File: src/rtl/huffman_tree_decoder_macros.svh
// ----------------------------------------------------------------------------
// Huffman tree decoder assertion macros
// Shared same-cycle-implication and next-cycle-implication property checks.
// ----------------------------------------------------------------------------
`ifndef HUFFMAN_TREE_DECODER_MACROS_SVH
`define HUFFMAN_TREE_DECODER_MACROS_SVH

// The consequent must hold in the same cycle as the antecedent.
`define HFTD_ASSERT_IMP(lbl, clk, rst_n, ante, cons) \
  lbl: assert property (@(posedge clk) disable iff (!rst_n) (ante) |-> (cons)) \
    else $error("huffman_tree_decoder: implication check failed");

// The consequent must hold in the cycle after the antecedent.
`define HFTD_ASSERT_NXT(lbl, clk, rst_n, ante, cons) \
  lbl: assert property (@(posedge clk) disable iff (!rst_n) (ante) |=> (cons)) \
    else $error("huffman_tree_decoder: next-cycle check failed");

`endif

File: src/rtl/hftd_pkg.sv
// ----------------------------------------------------------------------------
// Huffman tree decoder package
// Payload types, request and state codes, and controller interface structs.
// ----------------------------------------------------------------------------
`default_nettype none

package hftd_pkg;

  localparam int unsigned NODE_W   = 8;
  localparam int unsigned BRANCH_W = 9;
  localparam int unsigned ENTRY_W  = 2 * BRANCH_W;
  localparam int unsigned LEN_IN_W = 24;
  localparam int unsigned BYTE_W   = 8;
  localparam int unsigned BITCNT_W = 3;

  typedef enum logic [1:0] {
    REQ_LOAD  = 2'd0,
    REQ_START = 2'd1,
    REQ_DATA  = 2'd2
  } req_e;

  typedef enum logic [1:0] {
    ST_IDLE,
    ST_WALK,
    ST_FLUSH
  } state_e;

  typedef struct packed {
    logic [1:0]          req_type;
    logic [NODE_W-1:0]   node_index;
    logic [BRANCH_W-1:0] branch_zero;
    logic [BRANCH_W-1:0] branch_one;
    logic [LEN_IN_W-1:0] chunk_length;
    logic [BYTE_W-1:0]   compressed_byte;
  } in_item_t;

  typedef struct packed {
    logic [BYTE_W-1:0] out_byte;
    logic              chunk_done;
    logic              last_of_item;
  } out_item_t;

  typedef struct packed {
    logic idle;
    logic accept;
    logic step;
    logic flush;
  } ctl_cmd_t;

  typedef struct packed {
    logic data_go;
    logic literal;
    logic done;
    logic last_bit;
    logic pend_valid;
    logic out_free;
  } dp_status_t;

endpackage

`default_nettype wire

File: src/rtl/hftd_ctrl.sv
// ----------------------------------------------------------------------------
// Huffman tree decoder controller
// Sequences one input beat at a time: accept, bit walk, and final flush.
// ----------------------------------------------------------------------------
`default_nettype none

`include "huffman_tree_decoder_macros.svh"

module hftd_ctrl (
  input  wire logic                clk_i,
  input  wire logic                rst_ni,
  input  wire logic                in_valid_i,
  output logic                     in_stall_o,
  input  wire hftd_pkg::dp_status_t status_i,
  output hftd_pkg::ctl_cmd_t       cmd_o
);

  hftd_pkg::state_e state_q, state_d;
  logic             step_ok;

  // A literal can only retire the previous pending result when the output
  // register is able to take it.
  assign step_ok = !(status_i.literal && status_i.pend_valid && !status_i.out_free);

  always_comb begin
    state_d = state_q;
    case (state_q)
      hftd_pkg::ST_IDLE: begin
        if (status_i.data_go) begin
          state_d = hftd_pkg::ST_WALK;
        end
      end
      hftd_pkg::ST_WALK: begin
        if (step_ok && (status_i.done || status_i.last_bit)) begin
          state_d = hftd_pkg::ST_FLUSH;
        end
      end
      hftd_pkg::ST_FLUSH: begin
        if (!status_i.pend_valid || status_i.out_free) begin
          state_d = hftd_pkg::ST_IDLE;
        end
      end
      default: begin
        state_d = hftd_pkg::ST_IDLE;
      end
    endcase
  end

  always_comb begin
    cmd_o      = '0;
    in_stall_o = 1'b1;
    case (state_q)
      hftd_pkg::ST_IDLE: begin
        in_stall_o   = 1'b0;
        cmd_o.idle   = 1'b1;
        cmd_o.accept = in_valid_i;
      end
      hftd_pkg::ST_WALK: begin
        cmd_o.step = step_ok;
      end
      hftd_pkg::ST_FLUSH: begin
        cmd_o.flush = status_i.pend_valid && status_i.out_free;
      end
      default: begin
        cmd_o = '0;
      end
    endcase
  end

  always_ff @(posedge clk_i or negedge rst_ni) begin
    if (!rst_ni) begin
      state_q <= hftd_pkg::ST_IDLE;
    end else begin
      state_q <= state_d;
    end
  end

  `HFTD_ASSERT_NXT(a_walk_ends, clk_i, rst_ni, cmd_o.step && (status_i.done || status_i.last_bit), state_q == hftd_pkg::ST_FLUSH)
  `HFTD_ASSERT_IMP(a_step_room, clk_i, rst_ni, cmd_o.step && status_i.literal && status_i.pend_valid, status_i.out_free)
  `HFTD_ASSERT_NXT(a_data_walks, clk_i, rst_ni, (state_q == hftd_pkg::ST_IDLE) && status_i.data_go, state_q == hftd_pkg::ST_WALK)

endmodule

`default_nettype wire

File: config.mk
export PLATFORM = sky130hd
export DESIGN_NAME = hftd_ctrl
export DESIGN_NICKNAME = d
export VERILOG_FILES = /design/src/rtl/hftd_pkg.sv /design/src/rtl/hftd_ctrl.sv
export VERILOG_INCLUDE_DIRS = /design/src /design/src/rtl
export SDC_FILE = /design/constraint.sdc
export NUM_CORES = 1
export LEC_CHECK = 0
export BUFFER_PORTS_ARGS = -buffer_cell sky130_fd_sc_hd__buf_2
export CORE_AREA = 5 5 42 44
export CTS_BUF_LIST = sky130_fd_sc_hd__clkbuf_4 sky130_fd_sc_hd__clkbuf_8
export CTS_CLUSTER_SIZE = 20
export DETAILED_ROUTE_END_ITERATION = 8
export DIE_AREA = 0 0 47 49
export MAX_ROUTING_LAYER = met4
export PLACE_DENSITY = 0.38
export SLEW_MARGIN = 0
export SYNTH_ARGS = -nofsm -noshare
export SYNTH_HDL_FRONTEND = slang
export SYNTH_SLANG_ARGS = --single-unit
File: constraint.sdc
create_clock -name clk_i -period 1 [get_ports clk_i]
set_clock_uncertainty 0.05 [all_clocks]
set_input_delay 0.15 -clock clk_i [delete_from_list [all_inputs] [get_ports clk_i]]
set_output_delay 0.15 -clock clk_i [all_outputs]
set_load 0.01 [all_outputs]
Yosys cells after proc, flatten, opt, wreduce, memory -nomap -nowiden
Cells that the tools add are included.

Register bits after elaboration: 2. Input bits: 9. Logic and storage cells: 25.

Eq/ne operators: 5. Mux-type cells: 8. Reduce and logical (&&, ||, !) cells: 11.

Operators with widths (number): two-way mux 2 bit (4); inequality test 2 bit, second input constant (3); one-hot mux 2 bit (3 select lines) (1); logical AND 1 bit (4); zero test 1 bit (3); two-way mux 1 bit (3); AND reduction 3 bit (1); == test 2 x 1 -> 1 bit, second input constant (1); == test 2 bit, second input constant (1); zero test 2 bit (1); logical OR 1 bit (2).

Logic depth before layout (Yosys ltp)
Depth in word-level cells: 6. Gate-level depth with buffers: 2. Gate-level depth less buffers: 2.

Worst setup path after synthesis
Ideal clock, no wire load.

Kind: register to output. From: register state_q[0]. To: output port cmd_o[2] (netlist name). Arrival: 845 ps. Data required time: 800 ps. Path slack: -45 ps. Cell stages (with the launch flop): 3. Path buffers: 0. Cell sequence: dfrtp_1 -> nor2_1 -> and2_1.

RTL lines: from (decl) (line hftd_ctrl.sv:18) `hftd_pkg::state_e state_q, state_d;`; from (signal assigned) (line hftd_ctrl.sv:72) `state_q <= hftd_pkg::ST_IDLE;`; from (signal assigned) (line hftd_ctrl.sv:74) `state_q <= state_d;`; to (decl) (line hftd_ctrl.sv:15) `output hftd_pkg::ctl_cmd_t cmd_o`.

==> reports/metrics.csv <==
metric,value,unit
status,"complete, but fails checks",
violated checks,negative setup slack,
I/O Pins,14,
"Req. time, crit path",0.80,ns
"commonest non-fill, non-tap cell in the layout",buf_2,
Startpoint Class,flip-flop,
"Max FO, Critical Path",4,
Core Area,1401,µm²
WL per Instance,10.20,µm
crit path from,state_q[0],
final core utilization,25.89,%
most frequent cells in the layout,"10 x buf_2, 6 x buf_6, 4 x buf_4, 3 x clkbuf_4, 2 x dfrtp_2",
DR vias/cell,3.909,
"critical path, cell by cell","and4b_1, buf_2",
CTS tree,done,
Crit path max-delay family,flip-flops,
DRC Markers,0,
crit end category,primary output,
H-tree Lvls,1,
Initial Utilization,10.00,%
Leakage,0.1867,nW
final-layout fill cell count,164,
Final Max Slew Viols,0,
RSZ-0062 raised after global routing,true,
vias in the first global route,214,
Via Count,215,
"Hold Violations, Final",0,
Syn Nets,24,
"Seq/Total Area, Yosys",35.71,%
syn avg cell area,9.342,µm²
VDD IR max,976.1,µV
Synth cell types,11,
final worst path period share,124.8,%
Final Wtd Congestion,0.6348,
"flops & latches, synth",2,
aggregate global routing overflow,0,
top flop regs,state_q (2),
Placement Rows,14,
fmax,0.8016,GHz
Num CTS Buffers,3,
Die Y,49,µm
All-Layer GR Usage,5.487,%
Clock Sinks,2,
hold wc startpoint,status_i[5],
WS Path Type,flip-flop to primary output,
Pre-antenna DRT Iters,2,
fin nets,50,
Netlist Area Pre-Place,140.1,µm²
Mapped Cells,15,
max-cap viol count,0,
total wire length,561,µm
critical path's largest stage delay,0.44,ns
Area Growth Syn to Fin,158.9,%
Clock Latency Late Sink,0.22,ns
die area,2303,µm²
worst path arrival time,1.05,ns
Final setup viols,7,
r2r startpoint,state_q[0],
Worst Max-Slew Pin Slew,0.1706,ns
IO buf count,13,
HP Class,input pin to flip-flop,
share of layout cells above drive strength 1,79.49,%
CTS Buffer Depth,2,
worst path bufs/invs,1,
root buf cell,clkbuf_4,
DP Worst Slack,-0.03605,ns
relative slew slack,88.56,%
Antenna diodes,0,
power density cells,3116,nW/µm²
Synth Warn #,0,
First DRT Iteration DRCs,1,
post-route setup slack,-0.2475,ns
minimum clock period,1.248,ns
slowest library cell on the worst path,dfrtp_2,
pin count of the biggest net entering global routing,6,
Final ANT Viol Nets,0,
clock-pin slew on the worst setup and hold paths,0.03,ns
Top reg by flops,state_q,
first-pass GRT wire length,848,µm
Final HPWL DP,388.7,µm
max reg flops,2,
initial antenna violation count,0,
die span in x,47,µm
-- logic make-up after synthesis --
| group | count (synthesis) | synth area share (%) |
|---|---|---|
| AO/OA/AOI/OAI | 3 | 20.53 |
| buffers and inverters | 2 | 5.359 |
| flip-flops | 2 | 35.72 |
| AND/OR/NAND/NOR | 8 | 38.40 |
-- path summary, 6_finish.rpt --
path / to / slack, ns / depth (start not counted)
worst max-delay path: cmd_o[0] / -0.25 / 2
worst min-delay path: state_q[0] / 0.17 / 2
worst max register to register: state_q[0] / -0.13 / 3
worst min register to register: state_q[1] / 0.61 / 2
max in group asynchronous: state_q[1] / 0.60 / 2
min in group asynchronous: state_q[0] / 0.20 / 2
-- power by group --
group | total, mW | switching, mW | internal [mW]
combinational | 0.749 | 0.255 | 0.493
sequential | 0.206 | 0.0775 | 0.128
clock | 0.176 | 0.0440 | 0.132
-- layer usage --
metal | vias up | share of wire, % | track usage (%)
li1 | 104 | - | -
met1 | 97 | 47 | 7.253
met2 | 14 | 39 | 5.656
met3 | 0 | 13 | 5.535
met4 | 0 | 0 | 1.382
met5 | - | 0 | -
-- Yosys cell counts --
library cell	n	area (µm²)
and2_1	1	6.260
o221a_1	1	11.26
o21ai_0	1	5.000
and4b_1	1	10.01
nor2_1	3	11.26
and3b_1	1	8.760
dfrtp_1	2	50.05
o31ai_2	1	12.51
nand2b_1	1	6.260
inv_1	2	7.510
nand4bb_1	1	11.26
-- final cells by class --
cell class / count / area [µm²] / area share, %
Timing Repair Buffer: 21 / 157.7 / 43.45
Inverter: 2 / 7.507 / 2.069
Clock buffer: 3 / 22.52 / 6.207
Tap cell: 16 / 20.02 / 5.517
Sequential cell: 2 / 52.55 / 14.48
Multi-Input combinational cell: 11 / 102.6 / 28.28
-- stage by stage --
stage,setup TNS (ns),cells,power [mW],cell area (µm²),hold slack [ns]
2_1_floorplan,0,15,0.3606,142.6,-0.1956
3_3_place_gp,-0.08370,45,0.5232,235.2,-0.1140
3_5_place_dp,-0.06102,45,0.5272,235.2,-0.1137
4_1_cts,-1.084,52,0.9248,315.3,0.1568
5_1_grt,-1.548,55,1.212,362.8,0.1720
6_report,-1.327,55,1.131,362.8,0.1694
-- worst reg2reg max path, cell delays in order, from the launching register on --
cell and delay, ns:
dfrtp_2 0.44, buf_4 0.15, buf_6 0.11, o221a_1 0.25
-- timing repair --
item,4_1_cts,5_1_grt
hold buffers,1,0
cloned,0,0
endpoints found under the setup margin,5,7
endpoints found under the hold margin,2,0
pin swaps,3,3
setup buffers,3,3
resized for setup,6,8
Power figures use the tool's default switching activity.
